--- src/rtl/tcce_pkg.sv ---
// Shared types, codes and defaults for the text console cursor engine.
package tcce_pkg;

  // Default geometry
  localparam int unsigned COLUMNS_DEF = 80;
  localparam int unsigned ROWS_DEF    = 25;

  // Fixed field widths
  localparam int unsigned FUNC_W   = 2;
  localparam int unsigned CHAR_W   = 8;
  localparam int unsigned IDX_W    = 11;
  localparam int unsigned CELL_W   = 16;
  localparam int unsigned OROW_W   = 5;
  localparam int unsigned OCOL_W   = 7;
  localparam int unsigned OPOS_W   = 11;
  localparam int unsigned COLOR_W  = 4;
  localparam int unsigned CFG_IDX_W = 1;

  // Configuration register indexes
  localparam logic [CFG_IDX_W-1:0] CFG_FG = 1'd0;
  localparam logic [CFG_IDX_W-1:0] CFG_BG = 1'd1;

  // Configuration reset values
  localparam logic [COLOR_W-1:0] FG_RESET = 4'hF;
  localparam logic [COLOR_W-1:0] BG_RESET = 4'h0;

  // Character codes
  localparam logic [CHAR_W-1:0] CH_NEWLINE = 8'd10;
  localparam logic [CHAR_W-1:0] CH_RETURN  = 8'd13;
  localparam logic [CHAR_W-1:0] CH_TAB     = 8'd9;
  localparam logic [CHAR_W-1:0] CH_BLANK   = 8'h20;

  // Cell value after reset: white blank on black
  localparam logic [CELL_W-1:0] RESET_CELL = 16'h0F20;

  // Operation codes
  typedef enum logic [FUNC_W-1:0] {
    FUNC_PUT   = 2'd0,
    FUNC_BS    = 2'd1,
    FUNC_CLEAR = 2'd2,
    FUNC_READ  = 2'd3
  } func_e;

  // Controller states
  typedef enum logic [2:0] {
    ST_INIT,
    ST_IDLE,
    ST_EXEC,
    ST_BLANK,
    ST_SCROLL,
    ST_CLEAR,
    ST_EMIT
  } state_e;

  // Controller to datapath commands
  typedef struct packed {
    logic take;
    logic exec_put;
    logic exec_bs;
    logic home;
    logic rd_issue;
    logic bs_write;
    logic walk_clr;
    logic walk_inc;
    logic walk_fill;
    logic init_fill;
    logic scroll_step;
    logic emit;
  } cmd_t;

  // Datapath to controller status
  typedef struct packed {
    func_e func;
    logic  put_scroll;
    logic  walk_last_clear;
    logic  walk_last_scroll;
  } sts_t;

endpackage

--- src/rtl/tcce_ctrl.sv ---
// Controller state machine: sequences operations, store walks and result handoff.
module tcce_ctrl (
  input  logic          clk_i,
  input  logic          rst_ni,
  input  logic          in_valid_i,
  output logic          in_stall_o,
  output logic          out_valid_o,
  input  logic          out_stall_i,
  input  tcce_pkg::sts_t sts_i,
  output tcce_pkg::cmd_t cmd_o
);

  import tcce_pkg::*;

  state_e state_q, state_d;
  logic   out_valid_q, out_valid_d;

  // State and result-valid registers
  always_ff @(posedge clk_i or negedge rst_ni) begin
    if (!rst_ni) begin
      state_q     <= ST_INIT;
      out_valid_q <= 1'b0;
    end else begin
      state_q     <= state_d;
      out_valid_q <= out_valid_d;
    end
  end

  // Next state and commands
  always_comb begin
    state_d = state_q;
    cmd_o   = '0;
    case (state_q)
      ST_INIT: begin
        // fill the store with the reset blank
        cmd_o.walk_fill = 1'b1;
        cmd_o.init_fill = 1'b1;
        cmd_o.walk_inc  = 1'b1;
        if (sts_i.walk_last_clear) begin
          cmd_o.walk_inc = 1'b0;
          cmd_o.walk_clr = 1'b1;
          state_d        = ST_IDLE;
        end
      end
      ST_IDLE: begin
        if (in_valid_i) begin
          cmd_o.take = 1'b1;
          state_d    = ST_EXEC;
        end
      end
      ST_EXEC: begin
        case (sts_i.func)
          FUNC_PUT: begin
            cmd_o.exec_put = 1'b1;
            state_d        = sts_i.put_scroll ? ST_SCROLL : ST_EMIT;
          end
          FUNC_BS: begin
            cmd_o.exec_bs = 1'b1;
            state_d       = ST_BLANK;
          end
          FUNC_CLEAR: begin
            cmd_o.home = 1'b1;
            state_d    = ST_CLEAR;
          end
          FUNC_READ: begin
            cmd_o.rd_issue = 1'b1;
            state_d        = ST_EMIT;
          end
          default: state_d = ST_EMIT;
        endcase
      end
      ST_BLANK: begin
        cmd_o.bs_write = 1'b1;
        state_d        = ST_EMIT;
      end
      ST_SCROLL: begin
        // move each row up one, then blank the last row
        cmd_o.scroll_step = 1'b1;
        cmd_o.walk_inc    = 1'b1;
        if (sts_i.walk_last_scroll) begin
          cmd_o.walk_inc = 1'b0;
          cmd_o.walk_clr = 1'b1;
          state_d        = ST_EMIT;
        end
      end
      ST_CLEAR: begin
        cmd_o.walk_fill = 1'b1;
        cmd_o.walk_inc  = 1'b1;
        if (sts_i.walk_last_clear) begin
          cmd_o.walk_inc = 1'b0;
          cmd_o.walk_clr = 1'b1;
          state_d        = ST_EMIT;
        end
      end
      ST_EMIT: begin
        // load the output word once the output register is free
        if (!out_valid_q || !out_stall_i) begin
          cmd_o.emit = 1'b1;
          state_d    = ST_IDLE;
        end
      end
      default: state_d = ST_IDLE;
    endcase
  end

  // Track the pending output word
  always_comb begin
    out_valid_d = out_valid_q;
    if (out_valid_q && !out_stall_i) begin
      out_valid_d = 1'b0;
    end
    if (cmd_o.emit) begin
      out_valid_d = 1'b1;
    end
  end

  assign in_stall_o  = (state_q != ST_IDLE);
  assign out_valid_o = out_valid_q;

endmodule

--- config.mk ---
export PLATFORM = sky130hd
export DESIGN_NAME = tcce_ctrl
export DESIGN_NICKNAME = d
export VERILOG_FILES = /design/src/rtl/tcce_pkg.sv /design/src/rtl/tcce_ctrl.sv
export SDC_FILE = /design/constraint.sdc
export NUM_CORES = 1
export LEC_CHECK = 0
export BUFFER_PORTS_ARGS = -buffer_cell sky130_fd_sc_hd__buf_2
export CORE_AREA = 3 3 40 42
export DETAILED_ROUTE_END_ITERATION = 6
export DIE_AREA = 0 0 43 45
export PLACE_DENSITY_LB_ADDON = 0.3
export SLEW_MARGIN = 40
export SYNTH_ARGS = -nofsm -noshare
export SYNTH_HDL_FRONTEND = slang
export SYNTH_SLANG_ARGS = --single-unit
--- constraint.sdc ---
create_clock -name clk_i -period 2.3 [get_ports clk_i]
set_input_delay 0.46 -clock clk_i [delete_from_list [all_inputs] [get_ports clk_i]]
set_output_delay 0.46 -clock clk_i [all_outputs]
set_load 0.05 [all_outputs]
Yosys cells after proc, flatten, opt, wreduce, memory -nomap -nowiden
Index checks and enable logic that the tools add are counted.
{"block": "word_totals", "reg_bits": 4}
{"block": "op_classes", "n_eq_ne": 15, "muxes": 26, "reduce_logical": 9}
{"cell": "$pmux W3 S7", "n": 1}
{"cell": "$mux W3", "n": 5}
{"cell": "$mux W1", "n": 14}
{"cell": "$pmux W3 S4", "n": 1}
{"cell": "$ne A2 B2 Y1 const B", "n": 5}
{"cell": "$eq A3 B3 Y1 const B", "n": 3}
{"cell": "$eq A3 B2 Y1 const B", "n": 2}
{"cell": "$mux W2", "n": 3}
{"cell": "$reduce_and A5 Y1", "n": 1}
{"cell": "$eq A2 B2 Y1 const B", "n": 2}
{"cell": "$mux W4", "n": 1}
{"cell": "$pmux W2 S2", "n": 1}
{"cell": "$eq A3 B1 Y1 const B", "n": 1}
{"cell": "$logic_not A3 Y1", "n": 1}
{"cell": "$ne A3 B1 Y1 const B", "n": 1}
{"cell": "$eq A2 B1 Y1 const B", "n": 1}
{"cell": "$logic_not A1 Y1", "n": 2}
{"cell": "$logic_not A2 Y1", "n": 1}
{"cell": "$reduce_bool A2 Y1", "n": 1}
{"cell": "$reduce_or A2 Y1", "n": 1}
{"cell": "$logic_and A1 B1 Y1", "n": 1}
{"cell": "$logic_or A1 B1 Y1", "n": 1}

Depth between registers and ports, before layout
Gate-level depths: netlist of run 1.
{"block": "logic_depth", "depth_word": 5, "mapped_depth": 5, "ltp_nobuf": 5}

Worst setup path after synthesis of run 1
Ideal clock, no wire load.
{"block": "synth_path", "path_kind": "register to output", "startpoint": "reg state_q[0]", "endpoint": "out cmd_o[5] (netlist name)", "t_arrival_ns": 1.860, "path_slack_ns": -0.020, "stages_incl_launch_ff": 5, "path_cell_list": "dfrtp_1 buf_6 xor2_1 nor2_1 a22o_1"}
{"item": "start: declaration", "line_no": "tcce_ctrl.sv:15", "rtl": "state_e state_q, state_d;"}
{"item": "start signal: assignment", "line_no": "tcce_ctrl.sv:24", "rtl": "state_q <= state_d;"}
{"item": "end: declaration", "line_no": "tcce_ctrl.sv:10", "rtl": "output tcce_pkg::cmd_t cmd_o"}

==> metrics.md, run 1 <==
| Metric | Value |
|---|---|
| Adder and majority gate portion of the synthesized area | 17.0% |
| Final number of hold-violating endpoints | 0 |
| Clock buffer count from CTS | 3 |
| Gate Count Post-Synth | 54 |
| Leakage power total | 0.341 nW |
| Number of buffers inserted for hold repair after clock tree synthesis | 0 |
| Simple logic cell fraction of the synthesized area | around 22% |
| Total vias in the final route | 444 |
| Number of warnings reported in the yosys synthesis log | 0 |
| Multiplexer area fraction after synthesis | 2.27% |
| Fillcell total | 136 |
| Width of the chip | 43 um |
| Detailed placement HPWL | 768 um |
| # Post-CTS Setup Buffers | 0 |
| Highest ir drop seen on vdd | 418 uV |
| Number of levels the H-tree was split into | 1 |
| Outcome | completed |
| Count of boundary I/O pins | 23 |
| Most used flip-flop cell after synthesis | dfrtp_1 |
| Highest fanout seen on the critical path | 11 |
| Die Height | 45 um |
| Required time at the endpoint of the critical path | ~1800 ps |
| Syn Area/Cell | 8.16 um2 |
| Fin crit share | 87.9% |
| Final global-route overflow total | 0 |
| Pin count of the biggest net entering global routing | 15 |
| Worst-case clock skew | around 1.7 ps |
| CTS tree | yes |
| Number of setup violations in the final report | 0 |
| FF-to-FF setup slack | 910 ps |
| Floorplan die area | 1940 um2 |
| Area fraction in compound gates after synthesis | 21.9% |
| Synth Cell Area | 440 um2 |
| Final min period | just over 2000 ps |
| Top post-synthesis cells by area | dfrtp_1, ha_1, and3_1 |
| Drc violations | 0 |
| Cell Area, Placed | ~540 um2 |
| Commonest cells after routing, fill and taps aside | buf_2, inv_1, ha_1, nor2_1 |
| Overall global routing resource usage | 10.6% |
| Synth top area share | a little under a quarter |
| Core footprint | 1280 um2 |
| Initial antenna violation count | 0 |
| Post-cts repair resize count | 0 |
| Insertion delay of the later-clocked pin in the worst-skew pair | 220 ps |
| Unrepaired setup endpoints after global routing | no |
| Transition time of the tightest slew-check pin | 393 ps |
| Pwr dens | 1580 nW/um2 |
| Syn nets | 69 |
| Max-cap violation count | 0 |
| CTS Sinks | 4 |
| Signal arrival time at the worst endpoint | 1560 ps |
| Number of antenna repair diodes | 0 |
| Combined flip-flop and latch cell area | 100 um2 |
| Post-synthesis sequential area ratio | 22.7% |
| Startpoint-to-endpoint class of the critical path | flip-flop to output port |
| Total count of max-transition violations in the final report | 0 |
| Crit. End Element | output port |
| Worst Setup Start Kind | flip-flop |
| Port Buf Inserts | 22 |
| Number of synthesized register bits | 4 |
| Share of cells above drive strength 1 | 37.3% |
| Number of global-route vias before repair | 438 |
| Leading cell type in the layout, fill and taps excluded | buf_2 |
| Average wire per standard cell | ~11 um |
| Combinational family with the most area after synthesis | simple AND/OR/NAND/NOR gates |
| Worst reg2reg startpoint | state_q[0] |
| Library cell used as clock root buffer | clkbuf_4 |
| PnR Total Power | 893 uW |
| Hold Crit Class | input port to async pin |
| Global-route wire length before repair | roughly 1600 um |
| Share of flip-flops with an asynchronous set or reset | 100% |
| WL final | 955 um |
| Post-route standard cell area excluding fillers | approximately 570 um2 |
| Final antenna-violating net count | 0 |
| Number of DRC violations after detailed-routing iteration 0 | 1 |
| Total area of multi-input combinational cells | 292 um2 |
| Layout overhead on the synthesized area | 28.4% |
| Setup Total Neg Slack | 0 ps |
| Number of library cell types mapped by synthesis | 26 |
| Leading area contributor after synthesis | dfrtp_1 |
| Clock input transition at the sequential cells of the worst setup and hold paths | 40 ps |
| XOR/XNOR Fraction of Synth Area | under 10% |
| Largest buffer count on any clock path | 2 |
| Fmax | slightly below 500 MHz |
| Total Nets Final | 92 |
| Worst hold slack | around 29 ps |
| Capturing point of the worst reg2reg path | state_q[1] |
| EDFF count, synth | 0 |
| Initial Utilization | 34.3% |
| Worst reg-to-reg path cell count | 3 |
| Per-cell via count in the routed design | approximately 5 |
| Count of TritonRoute iterations in the first routing pass | 3 |
| Cell row count | 13 |
| Slew Limit Headroom | 73.8% |
| Final RePlAce weighted congestion | 0.701 |
==> per-layer routing <==
| layer | global-route usage (%) | part of all wire (%) |
|---|---|---|
| met4 | 3.61 | 0 |
| met2 | 19.5 | 45 |
| met5 | 0 | 0 |
| met3 | 1.59 | 7.6 |
| met1 | 12.7 | 47 |
==> report_power, final <==
part	switching, mW	total [mW]	internal [mW]	leakage, nW
clock network	0.0240	0.0821	0.0581	0.0138
logic	0.431	0.611	0.179	0.280
registers	0.0954	0.200	0.105	0.0474
==> sequential cells by signal, summed over array words and instances (netlist names) <==
| name | flops |
|---|---|
| out_valid_o | 1 |
| state_q | 3 |
==> worst max-delay path by stage <==
stage,from,to,slack (ps),depth (start not counted)
3_5_place_dp,state_q[0],cmd_o[11],510,3
3_3_place_gp,state_q[1],cmd_o[5],540,4
5_1_grt,state_q[2],cmd_o[11],170,3
2_1_floorplan,state_q[2],cmd_o[11],70,2
6_report,state_q[0],cmd_o[11],280,3
4_1_cts,state_q[0],cmd_o[11],260,3
==> area by class of cell <==
type	instances	area share, %
flip-flops and latches	4	17.7
well taps	15	3.32
multi-input cells	40	51.5
repair buffers	22	19.5
clock buffers	3	3.98
inverters	6	3.98
==> cells by family after synthesis <==
| family | after synthesis |
|---|---|
| muxes | 1 |
| and+or+nand+nor | 20 |
| DFF | 4 |
| xor gates and xnor gates | 1 |
| buffers and inverters | 10 |
| adders and majority gates | 6 |
| AOI/OAI and AO/OA | 12 |
==> critical path, cell delays in order, from the launching register on <==
cell,delay [ps]
dfrtp_1,550
or3b_1,430
nor2_1,90
buf_2,260
==> cells in the mapped netlist, drive strengths merged, types with 2 or more instances <==
cell type / number
and3: 4
nor3: 2
inv: 6
nand2: 4
buf: 4
dfrtp: 4
nor2: 6
a21oi: 3
ha: 6
==> stage by stage <==
| stage | instances | setup WS [ps] | util [%] |
|---|---|---|---|
| after floorplan | 54 | 74.2 | - |
| after global placement | 87 | 535 | 42.3 |
| after detailed placement | 87 | 511 | 42.3 |
| after CTS | 90 | 265 | 44.0 |
| after global routing | 90 | 170 | 44.0 |
| final | 90 | 278 | 44.0 |
No activity file was read; power rests on OpenSTA's default activity.
==> run 2, diff against run 1 <==
--- a/config.mk
+++ b/config.mk
@@ -7,6 +7,8 @@
 export LEC_CHECK = 0
 export BUFFER_PORTS_ARGS = -buffer_cell sky130_fd_sc_hd__buf_2
 export CORE_AREA = 3 3 40 42
+export CTS_BUF_LIST = sky130_fd_sc_hd__clkbuf_8
+export CTS_CLUSTER_DIAMETER = 60
 export DETAILED_ROUTE_END_ITERATION = 6
 export DIE_AREA = 0 0 43 45
 export PLACE_DENSITY_LB_ADDON = 0.3
==> constraint.sdc (replaced) <==
create_clock -name clk_i -period 2.3 [get_ports clk_i]
set_input_delay 0.69 -clock clk_i [delete_from_list [all_inputs] [get_ports clk_i]]
set_output_delay 0.69 -clock clk_i [all_outputs]
set_load 0.05 [all_outputs]
==> metrics.md, run 2 (synthesis gave the netlist of run 1 again) <==
| Metric | Value |
|---|---|
| Number of buffers inserted for hold repair after clock tree synthesis | 0 (unchanged) |
| Signal arrival time at the worst endpoint | 1500 ps (was 1560 ps) |
| Leakage power total | 0.345 nW (was 0.341 nW) |
| Worst hold slack | 270 ps (was 29.2 ps) |
| Width of the chip | 43 um (unchanged) |
| Fmax | 456 MHz (was 495 MHz) |
| PnR Total Power | 968 uW (was 893 uW) |
| Number of levels the H-tree was split into | 1 (unchanged) |
| CTS Sinks | 4 (unchanged) |
| Required time at the endpoint of the critical path | 1610 ps (was 1840 ps) |
| Final min period | 2190 ps (was 2020 ps) |
| Core footprint | 1280 um2 (unchanged) |
| Count of boundary I/O pins | 23 (unchanged) |
| Count of TritonRoute iterations in the first routing pass | 3 (unchanged) |
| Max-cap violation count | 0 (unchanged) |
| Layout overhead on the synthesized area | 34.1% (was 28.4%) |
| Outcome | completed (unchanged) |
| Number of flip-flops in the largest register | 3 (unchanged) |
| Die Height | 45 um (unchanged) |
| Total vias in the final route | 439 (was 444) |
| Detailed placement HPWL | 763 um (was 768 um) |
| Commonest cells after routing, fill and taps aside | buf_2, inv_1, ha_1 (was buf_2, inv_1, ha_1, nor2_1) |
| Final antenna-violating net count | 0 (unchanged) |
| Number of setup violations in the final report | 0 (unchanged) |
| Share of cells above drive strength 1 | 42.7% (was 37.3%) |
| Highest ir drop seen on vdd | 448 uV (was 418 uV) |
| Drc violations | 0 (unchanged) |
| Final RePlAce weighted congestion | 0.745 (was 0.701) |
| Leading cell type in the layout, fill and taps excluded | buf_2 (unchanged) |
| Final number of hold-violating endpoints | 0 (unchanged) |
| Clock input transition at the sequential cells of the worst setup and hold paths | 30 ps (was 40 ps) |
| Part of the total power dissipated in the clock network | 14.9% (was 9.2%) |
| Number of global-route vias before repair | 381 (was 438) |
| Worst-case clock skew | 2.61 ps (was 1.68 ps) |
| Port Buf Inserts | 22 (unchanged) |
| Worst Setup Start Kind | flip-flop (unchanged) |
| Overall global routing resource usage | 10.7% (was 10.6%) |
| Clock buffer count from CTS | 3 (unchanged) |
| Final global-route overflow total | 0 (unchanged) |
| Number of DRC violations after detailed-routing iteration 0 | 8 (was 1) |
| Average wire per standard cell | 10.9 um (was 10.6 um) |
| Floorplan die area | 1940 um2 (unchanged) |
| Total Nets Final | 92 (unchanged) |
| Largest buffer count on any clock path | 2 (unchanged) |
| Total count of max-transition violations in the final report | 0 (unchanged) |
| Fin crit share | 95.3% (was 87.9%) |
| Number of antenna repair diodes | 0 (unchanged) |
| Highest fanout seen on the critical path | 14 (was 11) |
| Top reg by flops | state_q (unchanged) |
| Hold Crit Class | input port to async pin (unchanged) |
| CTS tree | yes (unchanged) |
| Transition time of the tightest slew-check pin | 306 ps (was 393 ps) |
| Initial Utilization | 34.3% (unchanged) |
| Per-cell via count in the routed design | 4.88 (was 4.93) |
| Combinational share of power | 63.5% (was 68.4%) |
| Share of total power consumed by net switching | 58.4% (was 61.7%) |
| Unrepaired setup endpoints after global routing | no (unchanged) |
| Initial antenna violation count | 0 (unchanged) |
| Crit. End Element | output port (unchanged) |
| Cell row count | 13 (unchanged) |
| Pwr dens | 1640 nW/um2 (was 1580 nW/um2) |
| Slew Limit Headroom | 79.5% (was 73.8%) |
| Insertion delay of the later-clocked pin in the worst-skew pair | 210 ps (was 220 ps) |
| Switching power total | 566 uW (was 551 uW) |
| Startpoint-to-endpoint class of the critical path | flip-flop to output port (unchanged) |
| # Post-CTS Setup Buffers | 0 (unchanged) |
| Sequential share of power | 21.6% (was 22.4%) |
| Library cell used as clock root buffer | clkbuf_8 (was clkbuf_4) |
| WL final | 981 um (was 955 um) |
| Global-route wire length before repair | 1480 um (was 1630 um) |
| Pin count of the biggest net entering global routing | 15 (unchanged) |
| Internal Pwr Total | 402 uW (was 342 uW) |
run 2: cell type report:
type	count	area (um2)
Multi-Input combinational cell	40	294
Inverter	6	22.5
Fill cell	139	694
Sequential cell	4	104
Timing Repair Buffer	22	110
Tap cell	15	18.8
Clock buffer	3	41.3
run 2: worst paths after layout:
| kind | slack [ps] | endpoint | start | cells past startpoint |
|---|---|---|---|---|
| hold / removal | 270 | state_q[2] | rst_ni | 1 |
| setup reg to reg | 960 | state_q[1] | state_q[2] | 3 |
| setup / recovery | 110 | cmd_o[11] | state_q[2] | 3 |
| max in group asynchronous | 1900 | state_q[1] | rst_ni | 1 |
| hold reg to reg | 600 | out_valid_o | out_valid_o | 2 |
| min in group clk_i | 600 | out_valid_o | out_valid_o | 2 |
run 2: stage by stage:
step           area, um2  instances  util (%)  setup TNS, ps  setup slack (ps)
5_1_grt              591         90      46.0              0              54.1
3_3_place_gp         546         87      42.5              0               158
4_1_cts              587         90      45.7              0              38.5
3_5_place_dp         546         87      42.5              0               132
6_report             591         90      46.0              0               108
2_1_floorplan        445         54         -           -127             -58.6
run 2: routing by layer:
metal	global-route usage, %	vias to the layer above	routed length [um]
met5	0	-	0
met1	11.9	194	426
met4	10.8	0	23
met2	18.0	13	469
li1	-	230	-
met3	0.398	2	61
run 2: critical path, stage by stage, from the launching register on:
cell and delay (ps):
dfrtp_2 480, or3b_1 460, nor2_2 90, buf_2 260
run 2: repair_timing:
action | in CTS | in global routing
hold endpoints to repair | 0 | 0
resized for setup | 0 | 3
endpoints found under the setup margin | 0 | 2
run 2: power by group through the flow:
stage / combinational (mW) / clock [mW] / sequential (mW)
final: 0.615 / 0.145 / 0.209
after floorplan: 0.575 / 0 / 0.152
after global routing: 0.658 / 0.152 / 0.222
after CTS: 0.620 / 0.148 / 0.204
after global placement: 0.615 / 0 / 0.204
after detailed placement: 0.619 / 0 / 0.205
